--- src/hw/rtl/avet_pkg.sv ---
`default_nettype none
// ----------------------------------------------------------------------------
// avet_pkg
// Shared types and constants of the absolute-value escape-time unit.
// ----------------------------------------------------------------------------
package avet_pkg;

  // fixed formats of the ports
  localparam int InFracBits  = 28;
  localparam int IntBits     = 12;
  localparam int PointW      = 32;
  localparam int CountW      = 16;
  localparam int MagOutW     = 48;
  localparam int QueueDepth  = 2;
  localparam logic [MagOutW-1:0] OutCap = {MagOutW{1'b1}};

  // configuration register indexes
  typedef enum logic [2:0] {
    CFG_VARIANT     = 3'd0,
    CFG_LIMIT       = 3'd1,
    CFG_JULIA       = 3'd2,
    CFG_JULIA_REAL  = 3'd3,
    CFG_JULIA_IMAG  = 3'd4
  } cfg_idx_e;

  // formula variants
  typedef enum logic [2:0] {
    VAR_CELTIC  = 3'd0,
    VAR_BUFFALO = 3'd1,
    VAR_PERP    = 3'd2,
    VAR_QUASI   = 3'd3,
    VAR_SHARK   = 3'd4
  } variant_e;

  // iteration sequencer states
  typedef enum logic [1:0] {
    ST_IDLE,
    ST_MUL,
    ST_ACC
  } core_state_e;

  typedef struct packed {
    logic [2:0]        variant;
    logic [CountW-1:0] limit;
    logic              julia;
    logic [PointW-1:0] julia_real;
    logic [PointW-1:0] julia_imag;
  } cfg_t;

  typedef struct packed {
    logic [CountW-1:0]  count;
    logic               escaped;
    logic [MagOutW-1:0] mag_sq;
  } res_t;

endpackage
`default_nettype wire

--- src/hw/rtl/avet_queue.sv ---
`default_nettype none
// ----------------------------------------------------------------------------
// avet_queue
// Short register queue between the front and the iteration core.
// ----------------------------------------------------------------------------
module avet_queue #(
  parameter int WIDTH = 160
) (
  input  wire logic             clk_i,
  input  wire logic             rst_ni,
  input  wire logic             push_i,
  input  wire logic [WIDTH-1:0] data_i,
  output logic                  full_o,
  input  wire logic             pop_i,
  output logic                  empty_o,
  output logic [WIDTH-1:0]      data_o
);

  localparam int Depth = avet_pkg::QueueDepth;
  localparam int PtrW  = (Depth > 1) ? $clog2(Depth) : 1;
  localparam int CntW  = $clog2(Depth + 1);

  logic [WIDTH-1:0] mem_q [Depth];
  logic [PtrW-1:0]  wr_ptr_q, rd_ptr_q;
  logic [CntW-1:0]  cnt_q;
  logic             do_push, do_pop;

  assign full_o  = (cnt_q == CntW'(Depth));
  assign empty_o = (cnt_q == '0);
  assign data_o  = mem_q[rd_ptr_q];
  assign do_push = push_i && !full_o;
  assign do_pop  = pop_i && !empty_o;

  // pointers and fill count
  always_ff @(posedge clk_i or negedge rst_ni) begin
    if (!rst_ni) begin
      wr_ptr_q <= '0;
      rd_ptr_q <= '0;
      cnt_q    <= '0;
    end else begin
      if (do_push) begin
        wr_ptr_q <= (wr_ptr_q == PtrW'(Depth - 1)) ? '0 : wr_ptr_q + PtrW'(1);
      end
      if (do_pop) begin
        rd_ptr_q <= (rd_ptr_q == PtrW'(Depth - 1)) ? '0 : rd_ptr_q + PtrW'(1);
      end
      if (do_push && !do_pop) begin
        cnt_q <= cnt_q + CntW'(1);
      end else if (do_pop && !do_push) begin
        cnt_q <= cnt_q - CntW'(1);
      end
    end
  end

  // storage
  always_ff @(posedge clk_i) begin
    if (do_push) begin
      mem_q[wr_ptr_q] <= data_i;
    end
  end

endmodule
`default_nettype wire

--- config.mk ---
export PLATFORM = sky130hd
export DESIGN_NAME = avet_queue
export DESIGN_NICKNAME = d
export VERILOG_FILES = /design/src/hw/rtl/avet_pkg.sv /design/src/hw/rtl/avet_queue.sv
export SDC_FILE = /design/constraint.sdc
export NUM_CORES = 1
export LEC_CHECK = 0
export BUFFER_PORTS_ARGS = -buffer_cell sky130_fd_sc_hd__buf_2
export CAP_MARGIN = 20
export CORE_MARGIN = 2
export CORE_UTILIZATION = 35
export CTS_CLUSTER_SIZE = 30
export DETAILED_ROUTE_END_ITERATION = 16
export MAX_ROUTING_LAYER = met4
export SLEW_MARGIN = 40
export SYNTH_ARGS = -nofsm -noshare
export SYNTH_HDL_FRONTEND = slang
export SYNTH_SLANG_ARGS = --single-unit
--- constraint.sdc ---
create_clock -name clk_i -period 8.6 [get_ports clk_i]
set_clock_uncertainty 0.2 [all_clocks]
set_input_delay 1.29 -clock clk_i [delete_from_list [all_inputs] [get_ports clk_i]]
set_output_delay 1.29 -clock clk_i [all_outputs]
set_load 0.01 [all_outputs]
# Yosys cells after proc, flatten, opt, wreduce, memory -nomap -nowiden
# Memories as Yosys holds them, arrays and structs flattened.
# Cells that the tools add are included.
[word_totals]
input_bits = 164
register_bits = 4
ramBits = 320
n_memories = 1
elab_cells = 25
output_inout_bits = 162
[op_classes]
reduce_logical = 10
add_sub_neg = 4
n_eq_ne = 1
mux = 6
[memory_table]
columns = ["name", "depth", "width", "rd", "rd_clocked_by_memory_dff", "write_ports", "line", "source"]
rows = [
  ["mem_q", 2, 160, 1, 0, 1, "avet_queue.sv:23", "logic [WIDTH-1:0] mem_q [Depth];"],
]
[ops]
columns = ["operator", "n"]
rows = [
  ["logical AND 1 bit", 4],
  ["logical NOT 1 bit", 4],
  ["two-way mux 1 bit", 4],
  ["two-way mux 2 bit", 2],
  ["adder 1 bit (second input constant)", 2],
  ["adder 2 x 1 -> 2 bit (second input constant)", 1],
  ["== test 2 bit (second input constant)", 1],
  ["logical NOT 2 bit", 1],
  ["nonzero test 2 bit", 1],
  ["subtractor 2 x 1 -> 2 bit (second input constant)", 1],
]

# Longest topological paths before layout
# Gate-level depths: netlist of run 1.
[logic_depth]
word_depth = 7
depth_mapped = 7
mapped_depth_nobuf = 7

# Least setup slack after synthesis of run 1
# No wires, ideal clock.
[synth_timing]
kind = "in2reg"
start = "input push_i"
end = "memory mem_q[0][0], enable pin"
n_path_buf = 0
stages = 2
arrival_time_ps = 8019
required_ps = 7718
slack_ps = -300
setup_time_ps = 682
path_cell_list = "nand2_1 > nor2_1"
[synth_via]
elab_chain_len = 3
[synth_rtl]
columns = ["item", "line", "source"]
rows = [
  ["start, declared", "avet_queue.sv:11", "input wire logic push_i,"],
  ["logical AND 1 bit", "avet_queue.sv:31", "assign do_push = push_i && !full_o;"],
  ["two-way mux 1 bit", "avet_queue.sv:57", "if (do_push) begin"],
  ["two-way mux 1 bit (implied by the code)", "avet_queue.sv:58", "mem_q[wr_ptr_q] <= data_i;"],
  ["end, declared", "avet_queue.sv:23", ""],
]
# Every way passes these cells.

# Final worst setup path of run 1
[layout_timing]
start = "register rd_ptr_q"
end = "output data_o[145]"
[layout_via]
elab_chain_len = 1
[layout_rtl]
columns = ["item", "line", "source"]
rows = [
  ["start, declared", "avet_queue.sv:24", "logic [PtrW-1:0] wr_ptr_q, rd_ptr_q;"],
  ["start signal, assigned", "avet_queue.sv:45", "rd_ptr_q <= (rd_ptr_q == PtrW'(Depth - 1)) ? '0 : rd_ptr_q + PtrW'(1);"],
  ["memory (2 x 160 bit)", "n/a", ""],
  ["end, declared", "avet_queue.sv:16", "output logic [WIDTH-1:0] data_o"],
]
# Every way passes these cells.

==> out/qor.txt, run 1 <==
status: completed
Area after DPL: 14200 um2
worst hold path class: reg -> reg
hold path depth: 1
fin crit share: 47.9%
Reg power frac: 43.4%
#FFs+latches synth: 324
Register Area: 9710 um2
first-pass GRT wire length: 34600 um
gp weighted congestion: 0.704
internal power: 0.00371 W
Via density: 4.38
flop-to-flop setup slack: 5980 ps
XOR/XNOR Fraction of Synth Area: 0.362%
Initial Util: 35.3%
CTS Buffer Depth: 3
top cells by area, synth: edfxtp_1 (79%), mux2_4 (11%), mux2_2 (6.5%)
CTS H-tree lvls: 2
Overflow after GRT: 0
Worst EP arrival: 2630 ps
port bufs: 325
Area Overhead vs Synth: 26.3%
switch share: 28.7%
die area: 36100 um2
WHS: 321 ps
setup TNS: 0 ps
post-layout min period: 4120 ps
core area: 34300 um2
Ports: 326
Rows: 68
clock network power share: 25.7%
post-synthesis mux area share: 17.7%
complex-gate fraction of the synthesized area: 0.0413%
largest net degree at the start of global routing: 74
P_sw: 0.00149 W
Cells after Synth: 517
Worst EP required: 7110 ps
Yosys top cell area share: 79.4%
mapped cell area: 12100 um2
DRC Markers: 0
overall routed net length: 23500 um
total CTS buffers: 35
filler instances: 3029
Total GRT Usage: 12.8%
DIE HEIGHT: 190 um
Die Wd: 190 um
drt initial violations: 243
Detailed Place HPWL: 15400 um
nets: 1033
unrepaired setup endpoints after global routing: no
worst r2r src: cnt_q[0]
final core occ: 44.6%
Setup CP Type: reg -> out
peak supply drop: 177 uV
layout cells sized above 1: 60.6%
Synth Area per Inst: 23.4 um2
post-cts hold buffer count: 0
wire length per cell: 17.4 um
Hold Startpoint: cnt_q[1]
CP startpoint kind: register
reg2reg path depth: 3
slew margin rel.: 48.3%
Fin. Hold Viols: 0
vias in the first global route: 6164
iteration count of the initial detailed-routing pass: 4
CTS tree: built
CTS Sinks: 324
Yosys cell types: 15
Max Freq: 243 MHz
Static Leakage: 5.91 nW
fin. max-slew vios: 0
Critical path origin: rd_ptr_q
initial antenna violation count: 5
CTS clk-pin slew, worst paths: 50 ps
Synth area leader: edfxtp_1
final count of negative-setup-slack endpoints: 0
Routed Antenna Nets: 0
largest family of logic cells by synthesized area: multiplexers
later-pin clock latency in the skew report: 490 ps
YS warnings: 0
Worst-Margin Slew: 776 ps
via count: 5922
Post-Layout Inst Area: 15300 um2
Post-Synth Adder-Cell Area: 0.103%
Crit Path Max Fanout: 57
Comb power frac: 30.9%
Power Density: 341 nW/um2
simple-gate share of the synthesized area: 0.227%
area occupied by multi-input gates: 2240 um2
Post-CTS Repair Setup Buffers: 0
Resize count post-CTS: 0
sequential area share after synthesis: 80.2%
Max Cap Viol: 0
Tot Pwr: 0.00521 W
Crit. End Element: output port
Post-Syn Nets: 682
Clock Root Buffer: clkbuf_16
-- cells in the final DEF, fill, tap and decap left out, drive strengths merged --
| master | n |
|---|---|
| buf | 332 |
| edfxtp | 320 |
| mux2 | 160 |
| clkbuf | 48 |
| clkinv | 10 |
| diode | 5 |
| dfrtp | 4 |
| xnor2 | 3 |
| nor2 | 3 |
| inv | 2 |
| xor2 | 2 |
| clkinvlp | 2 |
| nand2b | 1 |
| nand2 | 1 |
| o21ai | 1 |
| and3 | 1 |
| ha | 1 |
-- cells in the mapped netlist (all sizes together) --
library cell / n
and3: 1
buf: 18
dfrtp: 4
edfxtp: 320
ha: 1
inv: 2
mux2: 160
nand2: 1
nand2b: 1
nor2: 3
o21ai: 1
xnor2: 3
xor2: 2
-- kinds of logic after synthesis --
| kind of cell | after synthesis |
|---|---|
| muxes | 160 |
| AOI/OAI and AO/OA | 1 |
| DFF | 324 |
| adders and majority gates | 1 |
| xor gates and xnor gates | 5 |
| buffers and inverters | 20 |
| and+or+nand+nor | 6 |
-- registers in the layout, summed over array words and instances (netlist names) --
| name | cells |
|---|---|
| cnt_q | 2 |
| wr_ptr_q | 1 |
| rd_ptr_q | 1 |
| mem_q | 320 |
-- per-layer routing --
| metal | share of wire, % | global-route usage (%) | vias up |
|---|---|---|---|
| met4 | 2.5 | 4.53 | 0 |
| met3 | 8.5 | 4.17 | 44 |
| li1 | - | - | 2769 |
| met2 | 49 | 21.0 | 216 |
| met5 | 0 | - | - |
| met1 | 40 | 14.9 | 2893 |
-- worst max-delay path: stages, from the launching register on --
cell and delay, ps:
dfrtp_4 610, buf_12 280, buf_6 620, mux2_2 410
buf_2 140
-- path summary, 6_finish.rpt --
kind,end
worst min register to register,cnt_q[1]
max in group asynchronous,rd_ptr_q
worst max register to register,mem_q[1][25]
min in group asynchronous,wr_ptr_q
worst min-delay path,cnt_q[1]
worst max-delay path,data_o[145]
-- power groups by stage --
stage | clock network (W) | logic, W | registers [W]
floorplan | 0 | 0.00111 | 0.00231
global placement | 0 | 0.00160 | 0.00232
detailed placement | 0 | 0.00160 | 0.00233
CTS | 0.00139 | 0.00161 | 0.00230
global route | 0.00145 | 0.00173 | 0.00229
finish | 0.00134 | 0.00161 | 0.00226
-- stage by stage --
step | setup WS, ps | instances
floorplan | 2400 | 517
finish | 4480 | 1351
detailed placement | 4830 | 1285
CTS | 4290 | 1345
global placement | 4590 | 1285
global route | 4350 | 1351
-- cell type report --
class                           count  area share (%)
Sequential cell                   324            63.5
Clock buffer                       48            6.33
Multi-Input combinational cell    173            14.7
Inverter                            2          0.0491
Timing Repair Buffer              332            11.2
Clock inverter                     12           0.417
Antenna cell                        5          0.0819
Tap cell                          455            3.72
(Power assumes the default switching activity.)
==> run 2: changes to the inputs <==
- clock period: 8.6 -> 3.8 ns (I/O delays scaled with it)
==> out/qor.txt, run 2 (synthesis gave the netlist of run 1 again) <==
total CTS buffers: 36 (+2.9%)
number of flip-flops in the largest register: 320 (unchanged)
overall routed net length: 23900 um (+1.8%)
via count: 6003 (+1.4%)
Area after DPL: 14300 um2 (+0.45%)
initial antenna violation count: 5 (unchanged)
DIE HEIGHT: 190 um (unchanged)
Die Wd: 190 um (unchanged)
CTS H-tree lvls: 2 (unchanged)
DRC Markers: 0 (unchanged)
Area Overhead vs Synth: 27.7%
Crit Path Max Fanout: 63 (+11%)
reg2reg path depth: 3 (unchanged)
post-layout min period: 2910 ps
layout cells sized above 1: 61.0% (+0.36 points)
peak supply drop: 448 uV (+150%)
Detailed Place HPWL: 15700 um (+1.9%)
CTS Buffer Depth: 3 (unchanged)
commonest cells after routing, fill and taps aside: buf_2 (325), edfxtp_1 (320), mux2_4 (90)
largest register by flop count: mem_q
CTS tree: built
setup TNS: 0 ps (unchanged)
worst r2r src: cnt_q[0]
Static Leakage: 5.99 nW (+1.4%)
FF-to-FF End: mem_q[1][120]
Ports: 326 (unchanged)
gp weighted congestion: 0.748 (+6.3%)
vias in the first global route: 6152 (-0.19%)
final count of negative-setup-slack endpoints: 0 (unchanged)
drt initial violations: 385 (+58%)
Clock Root Buffer: clkbuf_16
fin crit share: 76.7%
Total GRT Usage: 13.2% (+0.38 points)
Setup CP Type: reg -> out
Fin. Hold Viols: 0 (unchanged)
Post-Layout Inst Area: 15500 um2 (+1.1%)
core area: 34300 um2 (unchanged)
Worst EP required: 3030 ps (-4080 ps)
final core occ: 45.1% (+0.50 points)
Rows: 68 (unchanged)
later-pin clock latency in the skew report: 490 ps (about the same)
port bufs: 325 (unchanged)
unrepaired setup endpoints after global routing: no
most common library cell in the layout ignoring fill and taps: buf_2
Via density: 4.43 (+0.99%)
flop-to-flop setup slack: 1710 ps (-4270 ps)
status: completed
Worst EP arrival: 2140 ps (-490 ps)
Initial Util: 35.3% (unchanged)
fin. max-slew vios: 0 (unchanged)
Power Density: 785 nW/um2 (+130%)
nets: 1035 (+0.19%)
Routed Antenna Nets: 0 (unchanged)
slew margin rel.: 62.4% (+14 points)
Overflow after GRT: 0 (unchanged)
wire length per cell: 17.6 um (+1.4%)
Resize count post-CTS: 0 (unchanged)
die area: 36100 um2 (unchanged)
area occupied by multi-input gates: 2240 um2 (unchanged)
biggest regs: mem_q x320, cnt_q x2
Max Freq: 343 MHz
CP startpoint kind: register
largest net degree at the start of global routing: 90 (+22%)
Crit. End Element: output port
CTS Sinks: 324 (unchanged)
worst hold path class: in -> reg
Worst-Margin Slew: 563 ps (-213 ps)
iteration count of the initial detailed-routing pass: 4 (unchanged)
filler instances: 3017 (-0.40%)
Worst Setup EP: data_o[146]
Critical path origin: rd_ptr_q
Max Cap Viol: 0 (unchanged)
Register Area: 9710 um2 (unchanged)
first-pass GRT wire length: 35500 um (+2.6%)
Tot Pwr: 0.0121 W (+130%)
CTS clk-pin slew, worst paths: 60 ps (about the same)
==> run 2: critical path: stages (launching register included) <==
cell and delay [ps]:
dfrtp_4 610, buf_12 400, mux2_2 390, buf_2 140
==> run 2: area by class of cell <==
type	count	area share, %
Antenna cell	7	0.113
Clock inverter	22	1.33
Sequential cell	324	62.8
Timing Repair Buffer	333	11.4
Multi-Input combinational cell	173	14.5
Tap cell	455	3.68
Clock buffer	40	6.06
Inverter	2	0.0486
==> run 2: how the worst min path moves through the flow <==
stage                     from  slack, ps  cells past startpoint      endpoint
floorplan               rst_ni         70                      0      cnt_q[0]
global placement        rst_ni        190                      1      wr_ptr_q
detailed placement      rst_ni        190                      1      wr_ptr_q
CTS                 data_i[64]         30                      1  mem_q[0][64]
global route        data_i[86]         30                      1  mem_q[0][86]
finish              data_i[64]         50                      1  mem_q[0][64]
==> run 2: through the flow <==
step	hold WS, ps	setup slack (ps)	cells
final	52.1	886	1356
after global routing	27.7	797	1354
after CTS	26.8	853	1349
after detailed placement	190	1390	1286
after global placement	187	1380	1286
after floorplan	74.4	116	517
==> run 2: timing repair <==
item,in CTS,in global routing
hold buffers,1,0
setup buffers,0,0
endpoints found under the setup margin,0,0
hold endpoints to repair,4,0
==> run 2: power breakdown <==
group / internal [W] / leakage (nW) / switching, W
Sequential: 0.00489 / 3.02 / 0.000218
Combinational: 0.00177 / 2.41 / 0.00192
Clock: 0.00204 / 0.562 / 0.00130
==> run 2: per-layer routing <==
| layer | global-route usage (%) | vias up | share of wire, % |
|---|---|---|---|
| met5 | - | - | 0 |
| met1 | 15.7 | 2942 | 40 |
| met2 | 20.8 | 247 | 48 |
| met3 | 4.85 | 40 | 9.4 |
| li1 | - | 2774 | - |
| met4 | 4.50 | 0 | 2.2 |
