**config.mk**
```make
export PLATFORM = sky130hd
export DESIGN_NAME = avet_front
export DESIGN_NICKNAME = d
export VERILOG_FILES = /design/src/hw/rtl/avet_pkg.sv /design/src/hw/rtl/avet_front.sv
export SDC_FILE = /design/constraint.sdc
export NUM_CORES = 1
export LEC_CHECK = 0
export BUFFER_PORTS_ARGS = -buffer_cell sky130_fd_sc_hd__buf_4
export CAP_MARGIN = 20
export CELL_PAD_IN_SITES_DETAIL_PLACEMENT = 1
export CELL_PAD_IN_SITES_GLOBAL_PLACEMENT = 2
export CORE_MARGIN = 2
export CORE_UTILIZATION = 11
export DETAILED_ROUTE_END_ITERATION = 10
export GPL_TIMING_DRIVEN = 1
export PLACE_DENSITY = 0.79
export SYNTH_ARGS = -nofsm -noshare
export SYNTH_HDL_FRONTEND = slang
export SYNTH_SLANG_ARGS = --single-unit
```
**constraint.sdc**
```tcl
create_clock -name vclk -period 1.5
set_input_delay 0.3 -clock vclk [all_inputs]
set_output_delay 0.3 -clock vclk [all_outputs]
set_load 0.01 [all_outputs]
```
**src/hw/rtl/avet_pkg.sv**
```systemverilog
`default_nettype none
// ----------------------------------------------------------------------------
// avet_pkg
// Shared types and constants of the absolute-value escape-time unit.
// ----------------------------------------------------------------------------
package avet_pkg;

  // fixed formats of the ports
  localparam int InFracBits  = 28;
  localparam int IntBits     = 12;
  localparam int PointW      = 32;
  localparam int CountW      = 16;
  localparam int MagOutW     = 48;
  localparam int QueueDepth  = 2;
  localparam logic [MagOutW-1:0] OutCap = {MagOutW{1'b1}};

  // configuration register indexes
  typedef enum logic [2:0] {
    CFG_VARIANT     = 3'd0,
    CFG_LIMIT       = 3'd1,
    CFG_JULIA       = 3'd2,
    CFG_JULIA_REAL  = 3'd3,
    CFG_JULIA_IMAG  = 3'd4
  } cfg_idx_e;

  // formula variants
  typedef enum logic [2:0] {
    VAR_CELTIC  = 3'd0,
    VAR_BUFFALO = 3'd1,
    VAR_PERP    = 3'd2,
    VAR_QUASI   = 3'd3,
    VAR_SHARK   = 3'd4
  } variant_e;

  // iteration sequencer states
  typedef enum logic [1:0] {
    ST_IDLE,
    ST_MUL,
    ST_ACC
  } core_state_e;

  typedef struct packed {
    logic [2:0]        variant;
    logic [CountW-1:0] limit;
    logic              julia;
    logic [PointW-1:0] julia_real;
    logic [PointW-1:0] julia_imag;
  } cfg_t;

  typedef struct packed {
    logic [CountW-1:0]  count;
    logic               escaped;
    logic [MagOutW-1:0] mag_sq;
  } res_t;

endpackage
`default_nettype wire

```
**src/hw/rtl/avet_front.sv**
```systemverilog
`default_nettype none
// ----------------------------------------------------------------------------
// avet_front
// Scales an incoming point into the iteration format and picks the start
// value and the added constant for Mandelbrot or Julia mode.
// ----------------------------------------------------------------------------
module avet_front #(
  parameter int FRACTION_BITS = 28
) (
  input  wire avet_pkg::cfg_t                                cfg_i,
  input  wire logic signed [avet_pkg::PointW-1:0]            point_real_i,
  input  wire logic signed [avet_pkg::PointW-1:0]            point_imag_i,
  output logic [avet_pkg::IntBits+FRACTION_BITS-1:0]         x0_o,
  output logic [avet_pkg::IntBits+FRACTION_BITS-1:0]         y0_o,
  output logic [avet_pkg::IntBits+FRACTION_BITS-1:0]         add_re_o,
  output logic [avet_pkg::IntBits+FRACTION_BITS-1:0]         add_im_o
);

  localparam int ZW   = avet_pkg::IntBits + FRACTION_BITS;
  localparam int Up   = (FRACTION_BITS > avet_pkg::InFracBits) ?
                        FRACTION_BITS - avet_pkg::InFracBits : 0;
  localparam int Down = (FRACTION_BITS < avet_pkg::InFracBits) ?
                        avet_pkg::InFracBits - FRACTION_BITS : 0;

  logic signed [ZW-1:0] pr_ext, pi_ext, jr_ext, ji_ext;
  logic signed [ZW-1:0] pr_z, pi_z, jr_z, ji_z;

  // sign extend, then align the binary point (flooring on the way down)
  assign pr_ext = ZW'(point_real_i);
  assign pi_ext = ZW'(point_imag_i);
  assign jr_ext = ZW'(signed'(cfg_i.julia_real));
  assign ji_ext = ZW'(signed'(cfg_i.julia_imag));

  assign pr_z = (pr_ext <<< Up) >>> Down;
  assign pi_z = (pi_ext <<< Up) >>> Down;
  assign jr_z = (jr_ext <<< Up) >>> Down;
  assign ji_z = (ji_ext <<< Up) >>> Down;

  // mode select
  always_comb begin
    if (cfg_i.julia) begin
      x0_o     = pr_z;
      y0_o     = pi_z;
      add_re_o = jr_z;
      add_im_o = ji_z;
    end else begin
      x0_o     = '0;
      y0_o     = '0;
      add_re_o = pr_z;
      add_im_o = pi_z;
    end
  end

endmodule
`default_nettype wire

```
; ---- Yosys cells after proc, flatten, opt, wreduce, memory -nomap -nowiden
; Cells that the tools add are included.
[word_totals]
reg_bits = 0
[classes]
n_mux = 4
[ops]
columns = op, n
row1 = $mux W40, 4

; ---- Depth between registers and ports, before layout
; Gate-level depths: netlist of run 1.
[logic_depth]
ltp_word = 1
mapped_depth = 4
ltp_nobuf = 1

; ---- Least setup slack after synthesis of run 1
; No wires, ideal clock.
[synth_timing]
path_type = input -> output
from = input port cfg_i[64] (netlist bit)
to = output port add_im_o[32] (netlist bit)
cell_stages = 3
path_slack_ps = 131
t_required_ps = 1200
arrival_time_ps = 1069
path_cell_list = buf_2 -> mux2_2 -> buf_4
[synth_between]
elab_chain_len = 1
[synth_lines]
columns = item, line_no
row1 = start: declaration, avet_front.sv:10  ; input wire avet_pkg::cfg_t cfg_i,
row2 = $mux W40, avet_front.sv:41  ; if (cfg_i.julia) begin
row3 = end: declaration, avet_front.sv:16  ; output logic [avet_pkg::IntBits+FRACTION_BITS-1:0] add_im_o
; No other way between the ends.

; ---- Final worst setup path of run 1
[layout_timing]
from = input port cfg_i[64] (netlist bit)
to = output port add_re_o[18] (netlist bit)
[layout_between]
elab_chain_len = 1
[layout_lines]
columns = item, line_no
row1 = $mux W40, avet_front.sv:41
row2 = end: declaration, avet_front.sv:15  ; output logic [avet_pkg::IntBits+FRACTION_BITS-1:0] add_re_o,
; No other way between the ends.

==> impl_metrics.xml, run 1 <==
<?xml version="1.0" encoding="UTF-8"?>
<metrics>
  <group name="status">
    <metric name="outcome" unit="">finished clean</metric>
  </group>
  <group name="place">
    <metric name="gp_congestion" unit="">0.8238</metric>
    <metric name="placement.io_buffers" unit="">289</metric>
    <metric name="dpl.hpwl" unit="um">7663</metric>
  </group>
  <group name="floorplan">
    <metric name="core.rowCount" unit="">45</metric>
    <metric name="die_x" unit="um">127.6</metric>
    <metric name="design.die.area" unit="um^2">16280</metric>
    <metric name="start_util" unit="%">11.14</metric>
    <metric name="number_of_ports_placed_on_the_die_boundary" unit="">308</metric>
    <metric name="core_footprint" unit="um^2">15090</metric>
    <metric name="die_h" unit="um">127.6</metric>
  </group>
  <group name="global_route">
    <metric name="grt_max_degree" unit="">56</metric>
    <metric name="global_route_wire_length_before_repair" unit="um">12190</metric>
    <metric name="overflow" unit="">0</metric>
    <metric name="antenna_found_initial" unit="">0</metric>
    <metric name="globalRouteTotalUtil" unit="%">9.116</metric>
    <metric name="vias_in_the_first_global_route" unit="">2205</metric>
  </group>
  <group name="setup_path">
    <metric name="critical_path.startpoint_type" unit="">input pin</metric>
    <metric name="cp.arrival" unit="ps">1160</metric>
    <metric name="cp.required" unit="ps">1200</metric>
    <metric name="critical_path_end_type" unit="">output pin</metric>
    <metric name="critPathMaxFanout" unit="">6</metric>
    <metric name="path_class" unit="">input pin to output pin</metric>
  </group>
  <group name="cells_and_area">
    <metric name="antenna_cells_inserted" unit="">0</metric>
    <metric name="drive_above_1_share" unit="%">85.15</metric>
    <metric name="layout.clock_buffers" unit="">0</metric>
    <metric name="nets" unit="">581</metric>
    <metric name="sequential_cell_area" unit="um^2">0</metric>
    <metric name="seq_cell_count" unit="">0</metric>
    <metric name="synthToLayoutAreaGrowth" unit="%">136.3</metric>
  </group>
  <group name="route">
    <metric name="finalWirelength" unit="um">9165</metric>
    <metric name="detail_route.vias_per_cell" unit="">3.494</metric>
    <metric name="num_vias" unit="">2163</metric>
    <metric name="wirelength_per_cell" unit="um">14.81</metric>
    <metric name="drt_iter0_drc" unit="">47</metric>
    <metric name="dr.pass1.iters" unit="">4</metric>
    <metric name="ant_nets" unit="">0</metric>
    <metric name="detail_route.drc_violations" unit="">0</metric>
  </group>
  <group name="power">
    <metric name="leakage_power" unit="uW">0.002201</metric>
    <metric name="power.ir.vdd_worst" unit="mV">0.1025</metric>
    <metric name="total_power" unit="uW">1328</metric>
    <metric name="power_density" unit="nW/um^2">334.4</metric>
  </group>
  <group name="sta">
    <metric name="rsz_0062_raised_after_global_routing" unit="">false</metric>
    <metric name="finalSetupViolCount" unit="">0</metric>
    <metric name="final_hold_viol_count" unit="">0</metric>
    <metric name="timing.hold.ws" unit="ps">900.3</metric>
    <metric name="timing.max_slew.rel_slack" unit="%">77.69</metric>
    <metric name="timing_worst_slew_pin_value" unit="ps">334.7</metric>
    <metric name="achievable-frequency" unit="GHz">0.6857</metric>
    <metric name="timing_max_transition_violations_final" unit="">0</metric>
    <metric name="min_period_over_period" unit="%">97.22</metric>
    <metric name="period_needed" unit="ps">1458</metric>
  </group>
  <group name="synth">
    <metric name="netlist.top_cell.by_area" unit="">sky130_fd_sc_hd__mux2_4</metric>
    <metric name="synth.most_common_cell" unit="">sky130_fd_sc_hd__and2_1</metric>
    <metric name="synth.net_count" unit="">322</metric>
    <metric name="syn_avg_cell_area" unit="um^2">9.657</metric>
    <metric name="synth.yosys.seq_area_share" unit="%">0</metric>
    <metric name="synth.distinct_cells" unit="">7</metric>
    <metric name="synthesis.area" unit="um^2">1680</metric>
    <metric name="synth_top_cells_by_area" unit="">sky130_fd_sc_hd__mux2_4, sky130_fd_sc_hd__and2_1, sky130_fd_sc_hd__buf_4</metric>
    <metric name="netlist_top_cells_count" unit="">sky130_fd_sc_hd__and2_1, sky130_fd_sc_hd__mux2_4, sky130_fd_sc_hd__buf_4</metric>
    <metric name="synth_warnings" unit="">0</metric>
    <metric name="synth_cells" unit="">174</metric>
    <metric name="synthDominantCellAreaShare" unit="%">50.04</metric>
  </group>
  <group name="hold_path">
    <metric name="hp-class" unit="">input pin to output pin</metric>
  </group>
  <group name="clock_tree">
    <metric name="cts-hold-fix-buffers" unit="">0</metric>
    <metric name="postCtsSetupRepairBufs" unit="">0</metric>
  </group>
  <group name="run">
    <metric name="max_cap_violations" unit="">0</metric>
  </group>
</metrics>
-- layer usage --
layer  track usage (%)  up-vias  share of wire (%)  routed length [um]
met5                 0        -                  0                   0
met4                 0        0                  0                   0
met3            0.5444        0                3.0                 277
met2             18.59       61                 60                5484
met1             10.98     1044                 37                3403
li1                  -     1058                  -                   -
-- cell type report --
type / count / area [um^2]
timing repair buffer: 303 / 2397
multi-input combinational: 128 / 1339
fill: 1779 / 11120
tap: 188 / 235.2
-- final timing paths --
path | startpoint | endpoint | slack (ps) | cells after the start
setup / recovery | cfg_i[64] | add_re_o[18] | 40 | 5
hold / removal | point_imag_i[8] | y0_o[8] | 900 | 3
-- power by group --
group          total, uW  internal (uW)  switching, uW
Clock                  0              0              0
Combinational       1330            832            496
Sequential             0              0              0
-- kinds of logic (layout without fill, tap and decap cells) --
kind of cell | after synthesis | count (layout) | synth area share, %
multiplexers | 64 | 64 | 55.40
AND/OR/NAND/NOR | 64 | 64 | 23.83
buffers and inverters | 46 | 303 | 20.77
-- repair_timing --
action                                 4_1_cts  5_1_grt
endpoints found under the hold margin        0        0
setup endpoints to repair                   56       39
resized for setup                            4        2
cloned                                       0        3
-- critical path, stage by stage --
cell and delay [ps]:
sky130_fd_sc_hd__buf_12 130, sky130_fd_sc_hd__clkbuf_16 160, sky130_fd_sc_hd__buf_4 140, sky130_fd_sc_hd__mux2_4 280
sky130_fd_sc_hd__buf_4 140
-- placed cells by master (no fill, tap or decap), drive strengths merged --
| cell type | synthesis | routed |
|---|---|---|
| and2 | 64 | 64 |
| buf | 42 | 300 |
| clkbuf | 4 | 3 |
| mux2 | 64 | 64 |
-- metrics by stage --
| stage | setup slack (ps) | area (um^2) | std cells | utilization, % | setup TNS (ps) |
|---|---|---|---|---|---|
| finish | 41.67 | 3971 | 619 | 26.32 | 0 |
| global route | 8.274 | 3971 | 619 | 26.32 | 0 |
| CTS | 10.62 | 3887 | 616 | 25.76 | 0 |
| detailed placement | -25.87 | 3869 | 616 | 25.64 | -799.0 |
| global placement | -12.15 | 3869 | 616 | 25.64 | -69.62 |
| floorplan | 131.0 | 1680 | 174 | - | 0 |
Note: power is estimated with default switching activity, not from simulation.
==> run 2: changes to the inputs <==
- GPL_TIMING_DRIVEN: 1 -> 0
==> impl_metrics.xml, run 2 (synthesized netlist as in run 1, its figures left out) <==
<?xml version="1.0" encoding="UTF-8"?>
<metrics>
  <group name="route">
    <metric name="wirelength_per_cell" unit="um">15.18</metric>
    <metric name="detail_route.vias_per_cell" unit="">3.518</metric>
    <metric name="drt_iter0_drc" unit="">61</metric>
    <metric name="dr.pass1.iters" unit="">4</metric>
    <metric name="finalWirelength" unit="um">9865</metric>
    <metric name="detail_route.drc_violations" unit="">0</metric>
    <metric name="ant_nets" unit="">0</metric>
    <metric name="num_vias" unit="">2287</metric>
  </group>
  <group name="sta">
    <metric name="period_needed" unit="ps">1426</metric>
    <metric name="final_hold_viol_count" unit="">0</metric>
    <metric name="timing_max_transition_violations_final" unit="">0</metric>
    <metric name="min_period_over_period" unit="%">95.05</metric>
    <metric name="achievable-frequency" unit="GHz">0.7014</metric>
    <metric name="timing_worst_slew_pin_value" unit="ps">313.8</metric>
    <metric name="timing.max_slew.rel_slack" unit="%">79.08</metric>
    <metric name="rsz_0062_raised_after_global_routing" unit="">false</metric>
    <metric name="finalSetupViolCount" unit="">0</metric>
  </group>
  <group name="global_route">
    <metric name="overflow" unit="">0</metric>
    <metric name="globalRouteTotalUtil" unit="%">10.62</metric>
    <metric name="grt_max_degree" unit="">11</metric>
    <metric name="antenna_found_initial" unit="">0</metric>
    <metric name="vias_in_the_first_global_route" unit="">2416</metric>
    <metric name="global_route_wire_length_before_repair" unit="um">13870</metric>
  </group>
  <group name="floorplan">
    <metric name="die_x" unit="um">127.6</metric>
    <metric name="design.die.area" unit="um^2">16280</metric>
    <metric name="start_util" unit="%">11.14</metric>
    <metric name="core.rowCount" unit="">45</metric>
    <metric name="number_of_ports_placed_on_the_die_boundary" unit="">308</metric>
    <metric name="core_footprint" unit="um^2">15090</metric>
    <metric name="die_h" unit="um">127.6</metric>
  </group>
  <group name="run">
    <metric name="max_cap_violations" unit="">0</metric>
  </group>
  <group name="cells_and_area">
    <metric name="commonest_non_fill_non_tap_cell_in_the_layout" unit="">sky130_fd_sc_hd__buf_4</metric>
    <metric name="synthToLayoutAreaGrowth" unit="%">143.7</metric>
    <metric name="nets" unit="">612</metric>
    <metric name="post-route-cell-area" unit="um^2">4095</metric>
    <metric name="drive_above_1_share" unit="%">86.36</metric>
    <metric name="seq_cell_count" unit="">0</metric>
    <metric name="most-common-layout-cells" unit="">sky130_fd_sc_hd__buf_4, sky130_fd_sc_hd__and2_1, sky130_fd_sc_hd__mux2_4</metric>
    <metric name="layout.clock_buffers" unit="">0</metric>
    <metric name="antenna_cells_inserted" unit="">0</metric>
    <metric name="sequential_cell_area" unit="um^2">0</metric>
  </group>
  <group name="setup_path">
    <metric name="critPathMaxFanout" unit="">10</metric>
    <metric name="critical_path_end_type" unit="">output pin</metric>
    <metric name="critical_path.startpoint_type" unit="">input pin</metric>
    <metric name="cp.required" unit="ps">1200</metric>
    <metric name="timing.critical_path.max_delay_family" unit="">buffers and inverters</metric>
    <metric name="path_class" unit="">input pin to output pin</metric>
    <metric name="timing.critical_path.buf_inv" unit="">3</metric>
    <metric name="path_common_cell" unit="">sky130_fd_sc_hd__buf_4</metric>
    <metric name="critical-path-slowest-cell" unit="">sky130_fd_sc_hd__mux2_4</metric>
    <metric name="crit_path_max_incr_delay" unit="ps">370</metric>
    <metric name="critical_path.cell_chain" unit="">buf_4, mux2_4, buf_4, buf_4</metric>
    <metric name="cp.arrival" unit="ps">1130</metric>
  </group>
  <group name="power">
    <metric name="power_density" unit="nW/um^2">337.3</metric>
    <metric name="leakage_power" unit="uW">0.002310</metric>
    <metric name="total_power" unit="uW">1381</metric>
    <metric name="power.ir.vdd_worst" unit="mV">0.1313</metric>
  </group>
  <group name="status">
    <metric name="outcome" unit="">finished clean</metric>
  </group>
  <group name="clock_tree">
    <metric name="cts-hold-fix-buffers" unit="">0</metric>
    <metric name="postCtsSetupRepairBufs" unit="">0</metric>
  </group>
  <group name="place">
    <metric name="dpl.hpwl" unit="um">8772</metric>
    <metric name="placedInstanceArea" unit="um^2">4078</metric>
    <metric name="gp_congestion" unit="">0.8534</metric>
    <metric name="placement.io_buffers" unit="">288</metric>
  </group>
  <group name="hold_path">
    <metric name="hp-class" unit="">input pin to output pin</metric>
  </group>
</metrics>
-- run 2: cell types whose count changed in the layout (fill, tap and decap cells not counted) --
cell | before | now
sky130_fd_sc_hd__buf_2 | 0 | 2
sky130_fd_sc_hd__clkbuf_16 | 3 | 0
sky130_fd_sc_hd__clkbuf_1 | 0 | 1
sky130_fd_sc_hd__clkbuf_2 | 0 | 3
sky130_fd_sc_hd__buf_12 | 4 | 0
sky130_fd_sc_hd__and2_2 | 0 | 1
sky130_fd_sc_hd__buf_4 | 295 | 321
sky130_fd_sc_hd__and2_4 | 0 | 1
sky130_fd_sc_hd__and2_1 | 64 | 62
sky130_fd_sc_hd__buf_16 | 1 | 0
sky130_fd_sc_hd__buf_6 | 0 | 7
-- run 2: final cells by class --
cell class	instances	area, um^2
timing repair buffer	288	2162
buffer	46	355.3
multi-input combinational	128	1343
tap	188	235.2
fill	1794	10990
-- run 2: worst paths after layout --
kind / end / from / slack (ps) / cells after the start
worst max-delay path: add_im_o[35] / cfg_i[64] / 70 / 4
worst min-delay path: add_im_o[4] / cfg_i[4] / 900 / 3
-- run 2: worst min-delay path, cell delays in order --
cell and delay (ps):
sky130_fd_sc_hd__buf_4 80, sky130_fd_sc_hd__mux2_4 120, sky130_fd_sc_hd__buf_4 110
-- run 2: what timing repair did --
item	CTS	global route
setup endpoints to repair	34	26
gates cloned	0	0
resized for setup	6	4
-- run 2: report_power, final --
group	switching, uW	internal [uW]	total (uW)
registers	0	0	0
clock network	0	0	0
logic	517	865	1380
total	517	865	1380
-- run 2: per-stage QoR --
step / util, % / worst slack (ps) / cells / hold WS [ps] / setup TNS [ps]
after global placement: 27.02 / -73.61 / 650 / 899.0 / -1712
final: 27.14 / 74.23 / 650 / 902.3 / 0
after global routing: 27.14 / 1.792 / 650 / 912.1 / 0
after floorplan: - / 131.0 / 174 / 734.6 / 0
after detailed placement: 27.02 / -87.18 / 650 / 904.3 / -2014
after CTS: 27.10 / 0.7079 / 650 / 904.3 / 0
-- run 2: per-layer routing --
layer  share of wire [%]  track usage, %  vias to the layer above
met5                   0               0                        -
met4                0.62          0.5818                        0
met3                 3.3          0.7119                        4
met2                  59           21.45                       65
met1                  37           12.67                     1097
li1                    -               -                     1121
==> run 3: changes to the inputs <==
- SETUP_SLACK_MARGIN: unset -> 0.3
==> impl_metrics.xml, run 3 (synthesized netlist as in run 1, its figures left out) <==
<?xml version="1.0" encoding="UTF-8"?>
<metrics>
  <group name="status">
    <metric name="outcome" unit="">finished clean</metric>
  </group>
  <group name="floorplan">
    <metric name="die_h" unit="um">127.6</metric>
    <metric name="core_footprint" unit="um^2">15090</metric>
    <metric name="core.rowCount" unit="">45</metric>
    <metric name="number_of_ports_placed_on_the_die_boundary" unit="">308</metric>
    <metric name="design.die.area" unit="um^2">16280</metric>
    <metric name="start_util" unit="%">11.14</metric>
    <metric name="die_x" unit="um">127.6</metric>
  </group>
  <group name="setup_path">
    <metric name="critPathMaxFanout" unit="">10</metric>
    <metric name="critical_path_end_type" unit="">output pin</metric>
    <metric name="path_class" unit="">input pin to output pin</metric>
    <metric name="critical_path.startpoint_type" unit="">input pin</metric>
    <metric name="cp.required" unit="ps">1200</metric>
    <metric name="cp.arrival" unit="ps">1060</metric>
  </group>
  <group name="route">
    <metric name="dr.pass1.iters" unit="">4</metric>
    <metric name="detail_route.vias_per_cell" unit="">3.719</metric>
    <metric name="wirelength_per_cell" unit="um">15.57</metric>
    <metric name="drt_iter0_drc" unit="">28</metric>
    <metric name="finalWirelength" unit="um">10360</metric>
    <metric name="ant_nets" unit="">0</metric>
    <metric name="detail_route.drc_violations" unit="">0</metric>
    <metric name="num_vias" unit="">2473</metric>
  </group>
  <group name="place">
    <metric name="dpl_worst_slack" unit="ps">-175.3</metric>
    <metric name="placedInstanceArea" unit="um^2">4159</metric>
    <metric name="placement.io_buffers" unit="">288</metric>
    <metric name="gp_congestion" unit="">0.7193</metric>
    <metric name="dpl.hpwl" unit="um">8410</metric>
  </group>
  <group name="cells_and_area">
    <metric name="layout.clock_buffers" unit="">0</metric>
    <metric name="drive_above_1_share" unit="%">89.31</metric>
    <metric name="seq_cell_count" unit="">0</metric>
    <metric name="nets" unit="">627</metric>
    <metric name="sequential_cell_area" unit="um^2">0</metric>
    <metric name="synthToLayoutAreaGrowth" unit="%">190.8</metric>
    <metric name="antenna_cells_inserted" unit="">0</metric>
    <metric name="commonest_non_fill_non_tap_cell_in_the_layout" unit="">sky130_fd_sc_hd__buf_4</metric>
    <metric name="post-route-cell-area" unit="um^2">4886</metric>
    <metric name="most-common-layout-cells" unit="">sky130_fd_sc_hd__buf_4, sky130_fd_sc_hd__buf_6, sky130_fd_sc_hd__mux2_4</metric>
  </group>
  <group name="sta">
    <metric name="rsz_0062_raised_after_global_routing" unit="">true</metric>
    <metric name="min_period_over_period" unit="%">90.46</metric>
    <metric name="timing.hold.ws" unit="ps">895.4</metric>
    <metric name="timing_worst_slew_pin_value" unit="ps">117.2</metric>
    <metric name="final_hold_viol_count" unit="">0</metric>
    <metric name="tns" unit="ps">0</metric>
    <metric name="postLayoutSetupSlackWorst" unit="ps">143.1</metric>
    <metric name="finalSetupViolCount" unit="">0</metric>
    <metric name="period_needed" unit="ps">1357</metric>
    <metric name="achievable-frequency" unit="GHz">0.7370</metric>
    <metric name="timing_max_transition_violations_final" unit="">0</metric>
    <metric name="timing.max_slew.rel_slack" unit="%">92.19</metric>
  </group>
  <group name="run">
    <metric name="max_cap_violations" unit="">0</metric>
  </group>
  <group name="global_route">
    <metric name="vias_in_the_first_global_route" unit="">2666</metric>
    <metric name="global_route_wire_length_before_repair" unit="um">14470</metric>
    <metric name="antenna_found_initial" unit="">0</metric>
    <metric name="globalRouteTotalUtil" unit="%">11.01</metric>
    <metric name="overflow" unit="">0</metric>
    <metric name="grt_max_degree" unit="">11</metric>
  </group>
  <group name="hold_path">
    <metric name="hp-class" unit="">input pin to output pin</metric>
  </group>
  <group name="power">
    <metric name="total_power" unit="uW">1664</metric>
    <metric name="power_density" unit="nW/um^2">340.5</metric>
    <metric name="power.ir.vdd_worst" unit="mV">0.09862</metric>
    <metric name="leakage_power" unit="uW">0.002627</metric>
  </group>
  <group name="clock_tree">
    <metric name="cts-hold-fix-buffers" unit="">0</metric>
  </group>
</metrics>
==> run 3: changes by cell type in the layout (fill, tap and decap cells not counted), sizes merged <==
cell	before	now
and2	64	66
buf	330	344
clkbuf	4	1
mux2	64	66
==> run 3: path summary, 6_finish.rpt <==
| check | startpoint | to | slack, ps | cells after the start |
|---|---|---|---|---|
| setup / recovery | cfg_i[64] | add_re_o[23] | 140 | 4 |
| hold / removal | cfg_i[24] | add_im_o[24] | 900 | 3 |
==> run 3: cell type report <==
type               instances  area (um^2)
multi-input cells        132         1426
fillers                 1722        10200
repair buffers           299         2619
well taps                188        235.2
plain buffers             46        605.6
==> run 3: timing repair <==
action	in CTS	in global routing
setup endpoints to repair	148	137
pin swaps	4	1
buffers inserted	2	3
hold endpoints to repair	0	0
gates resized for setup	100	49
cloned	10	0
==> run 3: where the power goes <==
part | switching (uW) | internal, uW
Sequential | 0 | 0
Clock | 0 | 0
Combinational | 577 | 1090
==> run 3: metrics by stage <==
stage          std cells  utilization [%]
2_1_floorplan        174                -
3_3_place_gp         650            27.56
3_5_place_dp         650            27.56
4_1_cts              662            31.16
5_1_grt              665            32.38
6_report             665            32.38
==> run 3: critical path, cell delays in order <==
cell	delay, ps
sky130_fd_sc_hd__buf_16	140
sky130_fd_sc_hd__buf_12	150
sky130_fd_sc_hd__mux2_4	310
sky130_fd_sc_hd__buf_4	150
==> run 3: layer usage <==
layer  share of wire (%)  wire (um)  track usage [%]  up-vias
met1                  35       3609            11.56     1136
met2                  55       5709            23.18      176
met5                   0          0                0        -
met4                0.53         55           0.5171        0
met3                 9.5        982            2.178        4
li1                    -          -                -     1157
